--- src/cubic_segment_trajectory_macros.svh ---
// ----------------------------------------------------------------------------
// cubic_segment_trajectory_macros
// Assertion macros used by the cubic segment trajectory module.
// ----------------------------------------------------------------------------
`ifndef CUBIC_SEGMENT_TRAJECTORY_MACROS_SVH
`define CUBIC_SEGMENT_TRAJECTORY_MACROS_SVH
// Implication checked at every rising clock edge outside reset.
`define CST_ASSERT_IMPL(label, clk, rst_n, ante, cons) \
  label: assert property (@(posedge clk) disable iff (!rst_n) (ante) |-> (cons)) \
    else $error("assertion failed");
// Next-cycle implication.
`define CST_ASSERT_NEXT(label, clk, rst_n, ante, cons) \
  label: assert property (@(posedge clk) disable iff (!rst_n) (ante) |=> (cons)) \
    else $error("assertion failed");
`endif

--- src/cst_divider.sv ---
// ----------------------------------------------------------------------------
// cst_divider
// Restoring divider, one quotient bit per cycle, round half away from zero.
// ----------------------------------------------------------------------------
`default_nettype none
module cst_divider (
  input  wire logic        clk,
  input  wire logic        rst_n,
  input  wire logic        start,
  input  wire logic signed [63:0] num,
  input  wire logic [23:0] den,
  output logic             done,
  output logic signed [47:0] quo
);
  logic [63:0] n_r, n_nxt;
  logic [63:0] q_r, q_nxt;
  logic [64:0] rem_r, rem_nxt;
  logic [23:0] d_r;
  logic        neg_r;
  logic [6:0]  cnt_r;
  logic        busy_r;
  logic [64:0] trial;
  logic [63:0] mag_q;

  always_comb begin
    trial   = {rem_r[63:0], n_r[63]} - {41'd0, d_r};
    n_nxt   = {n_r[62:0], 1'b0};
    rem_nxt = trial[64] ? {rem_r[63:0], n_r[63]} : trial;
    q_nxt   = {q_r[62:0], ~trial[64]};
    mag_q   = q_r;
  end

  // Saturate the magnitude then apply the sign.
  always_comb begin
    logic [63:0] lim;
    lim = neg_r ? 64'h0000_8000_0000_0000 : 64'h0000_7FFF_FFFF_FFFF;
    if (mag_q > lim) quo = neg_r ? 48'sh8000_0000_0000 : 48'sh7FFF_FFFF_FFFF;
    else quo = neg_r ? 48'(-mag_q) : 48'(mag_q);
  end

  always_ff @(posedge clk) begin
    done <= 1'b0;
    if (!rst_n) begin
      busy_r <= 1'b0;
      cnt_r  <= '0;
    end else if (start) begin
      busy_r <= 1'b1;
      cnt_r  <= 7'd64;
      neg_r  <= num[63];
      n_r    <= (num[63] ? 64'(-num) : 64'(num)) + 64'({1'b0, den[23:1]});
      d_r    <= den;
      rem_r  <= '0;
      q_r    <= '0;
    end else if (busy_r) begin
      n_r   <= n_nxt;
      rem_r <= rem_nxt;
      q_r   <= q_nxt;
      cnt_r <= cnt_r - 7'd1;
      if (cnt_r == 7'd1) begin
        busy_r <= 1'b0;
        done   <= 1'b1;
      end
    end
  end
endmodule
`default_nettype wire

--- config.mk ---
export PLATFORM = sky130hd
export DESIGN_NAME = cst_divider
export DESIGN_NICKNAME = d
export VERILOG_FILES = /design/src/cubic_segment_trajectory_macros.svh /design/src/cst_divider.sv
export SDC_FILE = /design/constraint.sdc
export NUM_CORES = 1
export LEC_CHECK = 0
export ABC_AREA = 1
export BUFFER_PORTS_ARGS = -buffer_cell sky130_fd_sc_hd__buf_2
export CAP_MARGIN = 25
export CORE_ASPECT_RATIO = 1.5
export CORE_MARGIN = 2
export CORE_UTILIZATION = 50
export CTS_BUF_LIST = sky130_fd_sc_hd__clkbuf_4 sky130_fd_sc_hd__clkbuf_8 sky130_fd_sc_hd__clkbuf_16
export CTS_CLUSTER_SIZE = 12
export DETAILED_ROUTE_END_ITERATION = 12
export PLACE_DENSITY = 0.77
export RECOVER_POWER = 50
export SYNTH_ARGS = -nofsm -noshare
export SYNTH_HDL_FRONTEND = slang
export SYNTH_SLANG_ARGS = --single-unit
--- constraint.sdc ---
create_clock -name clk -period 7 [get_ports clk]
set_input_delay 1.05 -clock clk [delete_from_list [all_inputs] [get_ports clk]]
set_output_delay 1.05 -clock clk [all_outputs]
set_load 0.01 [all_outputs]
[Word level (Yosys, flattened, before mapping)]
Index checks and enable logic that the tools add are counted.
Storage, ports and cells
  flip-flop bits (word level): 226
  input port bits: 91
  logic and storage cells: 40
Operators by class
  $add $sub $neg: 5
  order comparisons: 1
  eq/ne operators: 1
  muxes and demuxes: 16
  bitwise gates (word level): 3
  reductions and logical operators: 5
Operator list (count)
  64-bit 2-to-1 mux: 6
  48-bit 2-to-1 mux: 4
  65-bit by 24-bit subtractor with 65-bit output: 1
  64-bit by 23-bit adder with 64-bit output: 1
  64-bit by 48-bit greater-than comparator with 1-bit output: 1
  64-bit negator: 1
  48-bit negator: 1
  7-bit 2-to-1 mux: 2
  7-bit by 1-bit equality test with 1-bit output (second input constant): 1
  7-bit by 1-bit subtractor with 7-bit output (second input constant): 1
  1-bit 2-to-1 mux: 4
  2-bit AND reduction: 2
  1-bit inverter: 3
  3-bit OR reduction: 1
  2-bit nonzero test: 1
  2-bit OR reduction: 1

[Depth between registers and ports, before layout]
Gate-level depths: netlist of run 1.
  word-level depth: 4
  depth in mapped cells: 24
  depth with buffers taken out: 24

[Worst setup path after synthesis of run 1]
Ideal clock, no wire load.
  path type: input to register
  start point: input port start
  end point: register q_r[0] (netlist: mag_q[0]), enable pin
  library setup time: 0.560 ns
  arrival: 5.756 ns
  data required time: 6.440 ns
  path slack: 0.684 ns
  cell stages on the path: 4
  buffers on the path: 2
  cells stage by stage: clkbuf_1 clkbuf_1 nand2_1 nand2_1
On the way
  longest elaborated chain between the ends: 2
RTL lines
  start, declared: RTL line cst_divider.sv:9  | input wire logic start,
  2-bit nonzero test (no line)
  2-bit AND reduction (no line)
  end signal, assigned: RTL line cst_divider.sv:57  | q_r <= q_nxt;
  end, declared: RTL line cst_divider.sv:16  | logic [63:0] q_r, q_nxt;
Every way passes these cells.
A chain may end at the register's enable or synchronous reset.

[Final worst setup path of run 1]
  start point: input port start
  end point: register done
On the way
  longest elaborated chain between the ends: 1
RTL lines
  3-bit OR reduction (no line)
  end signal, assigned: RTL line cst_divider.sv:42  | done <= 1'b0;
  end signal, assigned: RTL line cst_divider.sv:61  | done <= 1'b1;
  end, declared: RTL line cst_divider.sv:12  | output logic done,
Every way passes these cells.

==> impl_metrics.csv, run 1 <==
group,metric,value,unit
outcome,run_status,"finished with violations",
outcome,failed_checks,"capacitance limit, slew limit",
setup_path,critPathLaunchType,"primary input",
synthesis,synthesis.instances,2944,
worst_hold_path,hold-path-cell-count,2,
power,share_seq_of_total_power,0.413,
synthesis,biggest_area_consumer_among_synthesized_cells,"sky130_fd_sc_hd__edfxtp_1",
power,p_comb_frac,0.276,
synthesis,synth_fp_nets,3136,
layout,final_util,0.5541,
setup_path,crit_path_max_incr_delay,1.67,ns
routing,drt_first_iter_violations,1522,
floorplanning,num_rows,89,
floorplanning,die_h,248.0,um
layout,drive_gt1_frac,0.07820,
clocking,cts_setup_buffers,0,
clocking,ctsHoldBuffers,0,
floorplanning,floorplan.initialDensity,0.5064,
power,leakage_dissipation,9.522,nW
sta,maxSlewViolCount,272,
clocking,cts.path.max_buffers,3,
sta,worstMarginPinSlew,2.700,ns
setup_path,rr_worst_depth,14,
layout,seq_area,6696,um2
routing,routed_antenna_nets,0,
setup_path,critical_path_arrival,6.08,ns
setup_path,crit_chain,"clkbuf_1 > clkinvlp_2 > clkbuf_2 > nand2_1 > nor4_1",
synthesis,synth_top_flop_cell,"sky130_fd_sc_hd__edfxtp_1",
clocking,worstSkewPairLatency,0.54,ns
sta,setup_slack,1.341,ns
layout,post_layout_nonfiller_instances,3569,
synthesis,synth_top_cells_by_count,"sky130_fd_sc_hd__nand2_1, sky130_fd_sc_hd__nor2_1, sky130_fd_sc_hd__inv_1",
grt,grt.overflow.total,0,
power,clkPwrFrac,0.311,
sta,hold_ws,0.4958,ns
synthesis,postSynthAreaPerCell,6.742,um2
setup_path,timing.critical_path.fanout_max,92,
setup_path,worst_r2r_startpoint,"rem_r[22]$_SDFFCE_PP0P_",
clocking,cts_tree,"built",
synthesis,leading_post_synthesis_cells_by_cell_area,"sky130_fd_sc_hd__edfxtp_1, sky130_fd_sc_hd__nand2_1, sky130_fd_sc_hd__nor2_1",
clocking,cts_root_buffer,"sky130_fd_sc_hd__clkbuf_16",
routing,totalWireLength,59780,um
job,cap_viol_max_count,5,
layout,antenna_cells_inserted,0,
layout,filler_cell_count,3946,
sta,final.setup_skew,0.01800,ns
setup_path,regToRegEndpoint,"rem_r[41]$_SDFFCE_PP0P_",
setup_path,critPathBufInv,3,
sta,final.min_clock_period,5.659,ns
sta,setup-tns-final,0,ns
grt,first_global_vias,19010,
placed_design,gp_congestion,0.9990,
power,intPower,2.806,mW
setup_path,critPathTopFamily,"buffers and inverters",
grt,grt_start_max_net_pins,134,
floorplanning,die-area,41340,um2
placed_design,port-buffer-count,139,
placed_design,place.detailed.instances,3530,
worst_hold_path,min_path_type,"reg -> reg",
placed_design,preCtsSetupSlack,2.205,ns
sta,max_clock_freq,0.1767,GHz
synthesis,netlist_area,19850,um2
power,power.density_cell_area,194.6,nW/um2
setup_path,cp_data_required_time,7.42,ns
layout,synth_to_layout_area_growth,9.431,%
sta,rsz0062_at_grt,"false",
floorplanning,design.core.area,39200,um2
clocking,numClockSinks,226,
power,switching_power,1.422,mW
synthesis,async_reset_ff_frac,0,
setup_path,worst_setup_path_end_kind,"register",
synthesis,synth_cell_types,48,
grt,grt_first_pass_wirelength,95950,um
clocking,cts_buf_count,25,
floorplanning,floorplan.die.width,166.7,um
setup_path,worst_path_max_delay_cell,"sky130_fd_sc_hd__clkinvlp_2",
clocking,worst_setup_hold_path_clk_slew,0.07,ns
worst_hold_path,hold_path_end,"cnt_r[3]$_SDFFE_PP0P_",
routing,detail_route.drc_violations,0,
setup_path,r2r_slack,3.28,ns
routing,total_via_count_in_the_routed_design,19570,
synthesis,synth-edff-count,217,
sta,final-hold-violation-count,0,
routing,average_detailed_routed_wire_length_per_instance,16.75,um
grt,grtUsageTotal,0.2864,
power,ir_drop,167.2,uV
clocking,post_cts.resized_instances,0,
sta,setup-violations-final,0,
placed_design,dp.final_hpwl,47280,um
layout,multi_input_comb_area,11480,um2
layout,final_nets,3249,
synthesis,yosys_warnings,0,
grt,grt_antenna_before_repair,0,
synthesis,register_area_share_after_synthesis,0.3374,
power,power.share.switching,0.3363,
clocking,h-tree-depth,1,
sta,max-slew-margin-rel,-0.8047,
sta,post-route-period-util,0.8084,
synthesis,synth_top_area_share,0.3283,
synthesis,synth_most_common_cell,"sky130_fd_sc_hd__nand2_1",
routing,vias_per_cell,5.484,
synthesis,synth-seq-cells,226,
routing,dr.pass1.iters,6,
worst_hold_path,hold_start,"cnt_r[3]$_SDFFE_PP0P_",
floorplanning,num_io_pins,140,
setup_path,crit_type,"in -> reg",
[cell families after synthesis]
| logic type | after synthesis | share of synthesized area |
|---|---|---|
| flip-flops | 226 | 0.3374 |
| adder cells (fa/ha/maj) | 101 | 0.06443 |
| AO/OA/AOI/OAI | 343 | 0.09361 |
| XOR/XNOR | 136 | 0.06001 |
| buffers and inverters | 433 | 0.08435 |
| AND/OR/NAND/NOR | 1705 | 0.3602 |
[power groups by stage]
stage	Combinational, mW	Clock, mW	Sequential (mW)
floorplan	0.832	0	1.76
global placement	1.13	0	1.76
detailed placement	1.15	0	1.77
CTS	1.16	1.33	1.74
global route	1.31	1.38	1.76
finish	1.17	1.31	1.75
[metal layers]
metal | wire (um) | part of all wire | vias to the layer above | track usage
li1 | - | - | 9802 | -
met1 | 23060 | 0.39 | 8929 | 0.3277
met2 | 30250 | 0.51 | 655 | 0.5348
met3 | 2850 | 0.048 | 185 | 0.02113
met4 | 3625 | 0.061 | 0 | 0.1498
met5 | 0 | 0 | - | 0
[placed cells by master, fill, tap and decap left out, types with 7 or more instances in the layout]
| cell | instances |
|---|---|
| sky130_fd_sc_hd__a21oi_1 | 151 |
| sky130_fd_sc_hd__a31oi_1 | 13 |
| sky130_fd_sc_hd__buf_2 | 113 |
| sky130_fd_sc_hd__clkbuf_1 | 29 |
| sky130_fd_sc_hd__clkbuf_16 | 25 |
| sky130_fd_sc_hd__dfxtp_1 | 9 |
| sky130_fd_sc_hd__edfxtp_1 | 217 |
| sky130_fd_sc_hd__ha_1 | 99 |
| sky130_fd_sc_hd__inv_1 | 364 |
| sky130_fd_sc_hd__nand2_1 | 834 |
| sky130_fd_sc_hd__nand2_2 | 29 |
| sky130_fd_sc_hd__nand3_1 | 153 |
| sky130_fd_sc_hd__nand3b_1 | 13 |
| sky130_fd_sc_hd__nand4_1 | 64 |
| sky130_fd_sc_hd__nor2_1 | 513 |
| sky130_fd_sc_hd__nor2_2 | 20 |
| sky130_fd_sc_hd__nor3_1 | 39 |
| sky130_fd_sc_hd__nor4_1 | 15 |
| sky130_fd_sc_hd__o211ai_1 | 8 |
| sky130_fd_sc_hd__o21ai_0 | 131 |
| sky130_fd_sc_hd__o21ai_1 | 11 |
| sky130_fd_sc_hd__or2_2 | 7 |
| sky130_fd_sc_hd__xnor2_1 | 53 |
| sky130_fd_sc_hd__xor2_1 | 83 |
[worst max path at each step]
stage                          from                      to  slack, ns  cells past startpoint
floorplan                     start  mag_q[0]$_SDFFCE_PP0P_       0.68                      4
global placement            num[63]       n_r[50]$_DFFE_PP_       2.27                     18
detailed placement          num[63]       n_r[58]$_DFFE_PP_       2.20                     18
CTS                 neg_r$_DFFE_PP_                 quo[42]       1.77                     16
global route                  start         done$_SDFF_PP0_       1.07                      5
finish                        start         done$_SDFF_PP0_       1.34                      5
[final cells by class]
cell class | count | share of cell area
inverters | 369 | 0.06383
multi-input cells | 2285 | 0.5284
repair buffers | 150 | 0.03474
well taps | 500 | 0.02880
clock buffers | 27 | 0.02949
clock inverters | 12 | 0.006394
flip-flops and latches | 226 | 0.3083
[flip-flops by register name (all words and copies together) (netlist names)]
register,flops
n_r,64
busy_r,1
rem_r,64
d_r,24
done,1
cnt_r,7
neg_r,1
mag_q,64
[worst reg2reg max path: stages (launching register included)]
cell,delay [ns]
sky130_fd_sc_hd__edfxtp_1,0.40
sky130_fd_sc_hd__ha_1,0.39
sky130_fd_sc_hd__a21oi_1,0.18
sky130_fd_sc_hd__inv_1,0.07
sky130_fd_sc_hd__a31oi_1,0.27
sky130_fd_sc_hd__o21ai_0,0.24
sky130_fd_sc_hd__a21oi_2,0.34
sky130_fd_sc_hd__nand2_1,0.18
sky130_fd_sc_hd__o21ai_1,0.18
sky130_fd_sc_hd__nand2_2,0.09
sky130_fd_sc_hd__buf_4,0.31
sky130_fd_sc_hd__nor2_1,0.52
sky130_fd_sc_hd__nand3_1,0.14
sky130_fd_sc_hd__nand2_1,0.09
sky130_fd_sc_hd__nor2_1,0.06
[metrics by stage]
step | cell area [um2] | total power [mW]
after floorplan | 19850 | 2.592
after global placement | 20970 | 2.891
after detailed placement | 21010 | 2.922
after CTS | 21790 | 4.235
after global routing | 21720 | 4.452
final | 21720 | 4.227
(Power assumes the default switching activity.)
==> run 2, diff against run 1 <==
Settings changed: PLACE_DENSITY 0.77 to 0.8.
Clock period 7 ns to 4.67 ns, I/O delays scaled along.
==> impl_metrics.csv, run 2 (synthesized netlist as in run 1, its figures left out) <==
group,metric,value,unit
outcome,run_status,"finished with violations",
outcome,failed_checks,"capacitance limit, slew limit",
grt,grt_antenna_before_repair,0,
sta,setup-tns-final,0,ns
clocking,cts_tree,"built",
grt,first_global_vias,18680,
routing,drt_first_iter_violations,1645,
sta,max-slew-margin-rel,-0.6830,
clocking,worstSkewPairLatency,0.54,ns
sta,final.min_clock_period,4.347,ns
sta,final.setup_skew,0.01793,ns
grt,grtUsageTotal,0.2715,
routing,routedLengthMet1,21590,um
setup_path,cp_data_required_time,3.97,ns
setup_path,worst_setup_path_end_kind,"primary output",
power,ir_drop,314.5,uV
clocking,cts_root_buffer,"sky130_fd_sc_hd__clkbuf_16",
sta,final-hold-violation-count,0,
setup_path,timing.critical_path.fanout_max,5,
setup_path,crit_chain,"inv_1 > ha_1 > inv_1 > nor3_2 > nand2_1 > nor2_1 > nand2_1 > nor2_1 > nand2_1 > nor2_2 > nand2_1 > nand2_1 > o21ai_1 > o21ai_0 > inv_1 > o21ai_0 > nand2_1 > buf_2",
sta,maxSlewViolCount,140,
grt,grt_first_pass_wirelength,91660,um
layout,mostFrequentLayoutCells,"sky130_fd_sc_hd__nand2_1, sky130_fd_sc_hd__nor2_1, sky130_fd_sc_hd__inv_1",
power,switching_power,2.068,mW
layout,finish.instance_area,21750,um2
layout,drive_gt1_frac,0.08068,
placed_design,preCtsSetupSlack,0.3981,ns
floorplanning,die-area,41340,um2
routing,average_detailed_routed_wire_length_per_instance,15.77,um
clocking,h-tree-depth,1,
power,clkPwrFrac,0.295,
floorplanning,floorplan.initialDensity,0.5064,
power,leakage_dissipation,9.553,nW
power,intPower,4.105,mW
setup_path,crit_path_max_incr_delay,0.43,ns
floorplanning,floorplan.die.width,166.7,um
sta,setup-violations-final,0,
layout,layout_commonest_cell,"sky130_fd_sc_hd__nand2_1",
floorplanning,die_h,248.0,um
routing,met3WireLength,2320,um
setup_path,worst_path_max_delay_cell,"sky130_fd_sc_hd__edfxtp_1",
sta,max_clock_freq,0.2301,GHz
setup_path,critPathBufInv,4,
clocking,worst_setup_hold_path_clk_slew,0.06,ns
sta,post-route-period-util,0.9308,
clocking,post_cts.resized_instances,0,
routing,dr.max_layer_used,"met4",
placed_design,placement.cell_area,21080,um2
job,cap_viol_max_count,2,
setup_path,critical_path_arrival,3.65,ns
routing,detail_route.drc_violations,0,
sta,worstMarginPinSlew,2.524,ns
clocking,cts_setup_buffers,0,
layout,final_nets,3254,
placed_design,gp_congestion,0.9996,
power,power.share.switching,0.3350,
power,share_seq_of_total_power,0.423,
clocking,cts_buf_count,24,
setup_path,worst_path_most_repeated_cell,"sky130_fd_sc_hd__nand2_1",
sta,setup_slack,0.3232,ns
floorplanning,design.core.area,39200,um2
setup_path,crit_type,"reg -> out",
grt,grt.overflow.total,0,
routing,detailroute.wirelength.met2,28520,um
power,p_comb_frac,0.281,
placed_design,dp.final_hpwl,44160,um
routing,total_via_count_in_the_routed_design,19350,
routing,vias_per_cell,5.415,
grt,grt_start_max_net_pins,96,
setup_path,critPathTopFamily,"simple AND/OR/NAND/NOR gates",
routing,routed_antenna_nets,0,
clocking,ctsHoldBuffers,0,
clocking,cts.path.max_buffers,3,
power,power.density_cell_area,283.8,nW/um2
layout,antenna_cells_inserted,0,
floorplanning,num_io_pins,140,
sta,rsz0062_at_grt,"false",
routing,totalWireLength,56350,um
clocking,numClockSinks,226,
worst_hold_path,min_path_type,"in -> reg",
routing,dr.pass1.iters,6,
setup_path,critPathLaunchType,"register",
layout,synth_to_layout_area_growth,9.601,%
power,totalPowerFinal,6.173,mW
floorplanning,num_rows,89,
placed_design,port-buffer-count,139,
==> run 2: cell count changes in the layout (fill, tap and decap cells not counted), sizes merged <==
cell,change
buf,+10
clkinvlp,-3
bufinv,-2
clkbuf,-2
clkinv,+2
==> run 2: worst paths after layout <==
path / start / end / slack (ns) / depth (start not counted)
max: mag_q[0]$_SDFFCE_PP0P_ / quo[40] / 0.32 / 18
min: den[0] / d_r[0]$_DFFE_PP_ / 0.34 / 1
max reg2reg: n_r[63]$_DFFE_PP_ / rem_r[39]$_SDFFCE_PP0P_ / 0.77 / 17
min reg2reg: cnt_r[6]$_SDFFE_PN0N_ / done$_SDFF_PP0_ / 0.48 / 1
==> run 2: power groups by stage <==
stage	clock network (mW)	registers (mW)	logic [mW]
final	1.82	2.61	1.74
after global placement	0	2.64	1.69
after CTS	1.86	2.61	1.73
after detailed placement	0	2.65	1.72
after floorplan	0	2.63	1.25
after global routing	1.91	2.64	1.96
==> run 2: layout make-up <==
class	count	area [um2]
inverter	369	1385
sequential	226	6696
fill	3880	17440
clock inverter	9	62.56
multi-input combinational	2285	11500
clock buffer	29	655.6
tap	500	625.6
timing repair buffer	156	827.0
==> run 2: stage by stage <==
stage,instances,hold slack [ns],util
6_report,3574,0.3375,0.5550
5_1_grt,3574,0.3234,0.5550
3_3_place_gp,3535,0.4805,0.5379
3_5_place_dp,3535,0.4821,0.5379
4_1_cts,3573,0.3183,0.5562
2_1_floorplan,2944,0.4431,-
==> run 2: per-layer routing <==
layer / up-vias / global-route usage
met3: 192 / 0.01795
met5: - / 0
met2: 658 / 0.5016
met1: 8713 / 0.3043
met4: 0 / 0.1729
li1: 9790 / -
==> run 3, diff against run 2 <==
Settings changed: CORE_MARGIN 2 to 3, GPL_TIMING_DRIVEN from default to 0.
==> impl_metrics.csv, run 3 (synthesized netlist as in run 1, its figures left out) <==
group,metric,value,unit
floorplanning,die-area,42170,um2
setup_path,critical_path_arrival,3.74,ns
layout,filler_cell_count,3861,
grt,grt.overflow.total,0,
setup_path,crit_type,"reg -> out",
placed_design,gp_congestion,1.012,
clocking,cts_buf_count,24,
floorplanning,design.core.area,38870,um2
routing,dr.pass1.iters,6,
sta,rsz0062_at_grt,"false",
clocking,cts.path.max_buffers,3,
sta,worstMarginPinSlew,1.717,ns
job,cap_viol_max_count,1,
routing,average_detailed_routed_wire_length_per_instance,16.43,um
clocking,cts_tree,"built",
placed_design,dp.final_hpwl,47490,um
sta,final-hold-violation-count,0,
clocking,cts_root_buffer,"sky130_fd_sc_hd__clkbuf_16",
floorplanning,floorplan.die.width,168.7,um
routing,vias_per_cell,5.457,
layout,antenna_cells_inserted,0,
routing,drt_first_iter_violations,1414,
setup_path,worst_path_max_delay_cell,"sky130_fd_sc_hd__edfxtp_1",
outcome,failed_checks,"capacitance limit, slew limit",
layout,synth_to_layout_area_growth,10.85,%
setup_path,crit_chain,"buf_16 > buf_16 > clkinvlp_4 > buf_4 > ha_1 > inv_1 > a21oi_1 > o21a_1 > nor2_1 > o21ai_0 > nand2_1 > nand2_1 > nand2_1 > nand2_1 > nand4_1 > nand3_1 > buf_2 > clkbuf_4 > nand2_1 > buf_2",
sta,maxSlewViolCount,69,
worst_hold_path,min_path_type,"in -> reg",
floorplanning,die_h,250.0,um
floorplanning,num_rows,88,
sta,setup-violations-final,0,
layout,layout_commonest_cell,"sky130_fd_sc_hd__nand2_1",
power,power.density_cell_area,286.2,nW/um2
power,totalPowerFinal,6.297,mW
layout,drive_gt1_frac,0.08131,
setup_path,worst_path_most_repeated_cell,"sky130_fd_sc_hd__nand2_1",
routing,totalWireLength,59480,um
sta,final.min_clock_period,4.439,ns
outcome,run_status,"finished with violations",
grt,grt_start_max_net_pins,125,
grt,grtUsageTotal,0.2770,
floorplanning,floorplan.initialDensity,0.5107,
grt,grt_first_pass_wirelength,94900,um
clocking,numClockSinks,226,
sta,post-route-period-util,0.9506,
setup_path,critPathBufInv,8,
clocking,ctsHoldBuffers,0,
sta,setup-tns-final,0,ns
setup_path,critPathLaunchType,"register",
power,leakage_dissipation,9.677,nW
clocking,h-tree-depth,1,
floorplanning,num_io_pins,140,
clocking,worst_setup_hold_path_clk_slew,0.06,ns
grt,grt_antenna_before_repair,0,
sta,final.setup_skew,0.02019,ns
layout,mostFrequentLayoutCells,"sky130_fd_sc_hd__nand2_1, sky130_fd_sc_hd__nor2_1, sky130_fd_sc_hd__inv_1",
sta,max-slew-margin-rel,-0.1484,
routing,routed_antenna_nets,0,
setup_path,critPathTopFamily,"buffers and inverters",
setup_path,cp_data_required_time,3.97,ns
setup_path,timing.critical_path.fanout_max,24,
clocking,worstSkewPairLatency,0.54,ns
setup_path,worst_setup_path_end_kind,"primary output",
power,ir_drop,263.8,uV
routing,total_via_count_in_the_routed_design,19750,
routing,detail_route.drc_violations,0,
sta,max_clock_freq,0.2253,GHz
placed_design,port-buffer-count,139,
setup_path,crit_path_max_incr_delay,0.51,ns
grt,first_global_vias,19060,
layout,final_nets,3308,
==> run 3: changes by cell type in the layout (fill, tap and decap cells not counted), moves of 3 or more <==
cell / change
sky130_fd_sc_hd__buf_12: -3
sky130_fd_sc_hd__clkbuf_1: +42
sky130_fd_sc_hd__buf_4: -5
sky130_fd_sc_hd__nand2_1: +3
sky130_fd_sc_hd__clkinv_1: -3
sky130_fd_sc_hd__buf_2: +10
sky130_fd_sc_hd__buf_16: +3
==> run 3: cell type report <==
class / count / area, um2 / area share
plain buffers: 63 / 279.0 / 0.01268
clock buffers: 27 / 640.6 / 0.02912
clock inverters: 7 / 110.1 / 0.005005
inverters: 369 / 1389 / 0.06313
multi-input cells: 2285 / 11480 / 0.5219
flip-flops and latches: 226 / 6696 / 0.3044
well taps: 495 / 619.3 / 0.02815
repair buffers: 147 / 784.5 / 0.03566
==> run 3: power by group <==
part           switching (mW)  total (mW)  internal, mW
sequential              0.139        2.62          2.48
clock                   0.783        1.91          1.13
combinational            1.17        1.76         0.594
==> run 3: through the flow <==
step	instances	hold slack, ns	utilization	setup WS, ns	cell area, um2
2_1_floorplan	2944	0.4431	-	0.4649	19850
3_3_place_gp	3578	0.4748	0.5446	-1.787	21170
3_5_place_dp	3581	0.4921	0.5470	-0.2974	21260
4_1_cts	3615	0.3249	0.5668	0.02729	22030
5_1_grt	3619	0.3418	0.5661	0.01141	22000
6_report	3619	0.3445	0.5661	0.2307	22000
==> run 3: layer usage <==
| layer | global-route usage | vias up | wire length, um |
|---|---|---|---|
| met3 | 0.01886 | 204 | 2957 |
| li1 | - | 9912 | - |
| met1 | 0.3085 | 8923 | 22260 |
| met4 | 0.1712 | 0 | 4065 |
| met5 | 0 | - | 0 |
| met2 | 0.5075 | 710 | 30190 |
==> run 3: path summary, 6_finish.rpt <==
path,slack (ns),depth (start not counted),to,from
worst max-delay path,0.23,20,quo[45],neg_r$_DFFE_PP_
worst min-delay path,0.34,1,d_r[0]$_DFFE_PP_,den[0]
worst max register to register,0.34,16,rem_r[27]$_SDFFCE_PP0P_,n_r[63]$_DFFE_PP_
worst min register to register,0.48,1,done$_SDFF_PP0_,cnt_r[6]$_SDFFE_PN0N_
==> run 3: timing repair <==
action                     4_1_cts  5_1_grt
setup endpoints to repair       48       57
resized for setup                7       15
setup buffers                    1        4
==> run 3: worst register-to-register path: stages, from the launching register on <==
cell and delay [ns]:
sky130_fd_sc_hd__edfxtp_1 0.55, sky130_fd_sc_hd__inv_1 0.08, sky130_fd_sc_hd__ha_1 0.23, sky130_fd_sc_hd__fa_1 0.41, sky130_fd_sc_hd__o21ai_0 0.37, sky130_fd_sc_hd__nand2_1 0.10, sky130_fd_sc_hd__nand2_1 0.19, sky130_fd_sc_hd__nand2_1 0.08
sky130_fd_sc_hd__nand3_1 0.17, sky130_fd_sc_hd__a21oi_1 0.21, sky130_fd_sc_hd__nand2_1 0.19, sky130_fd_sc_hd__o21ai_1 0.07, sky130_fd_sc_hd__nand2_1 0.12, sky130_fd_sc_hd__clkbuf_1 0.58, sky130_fd_sc_hd__clkbuf_1 0.54, sky130_fd_sc_hd__nand2_1 0.10
sky130_fd_sc_hd__a21oi_1 0.17
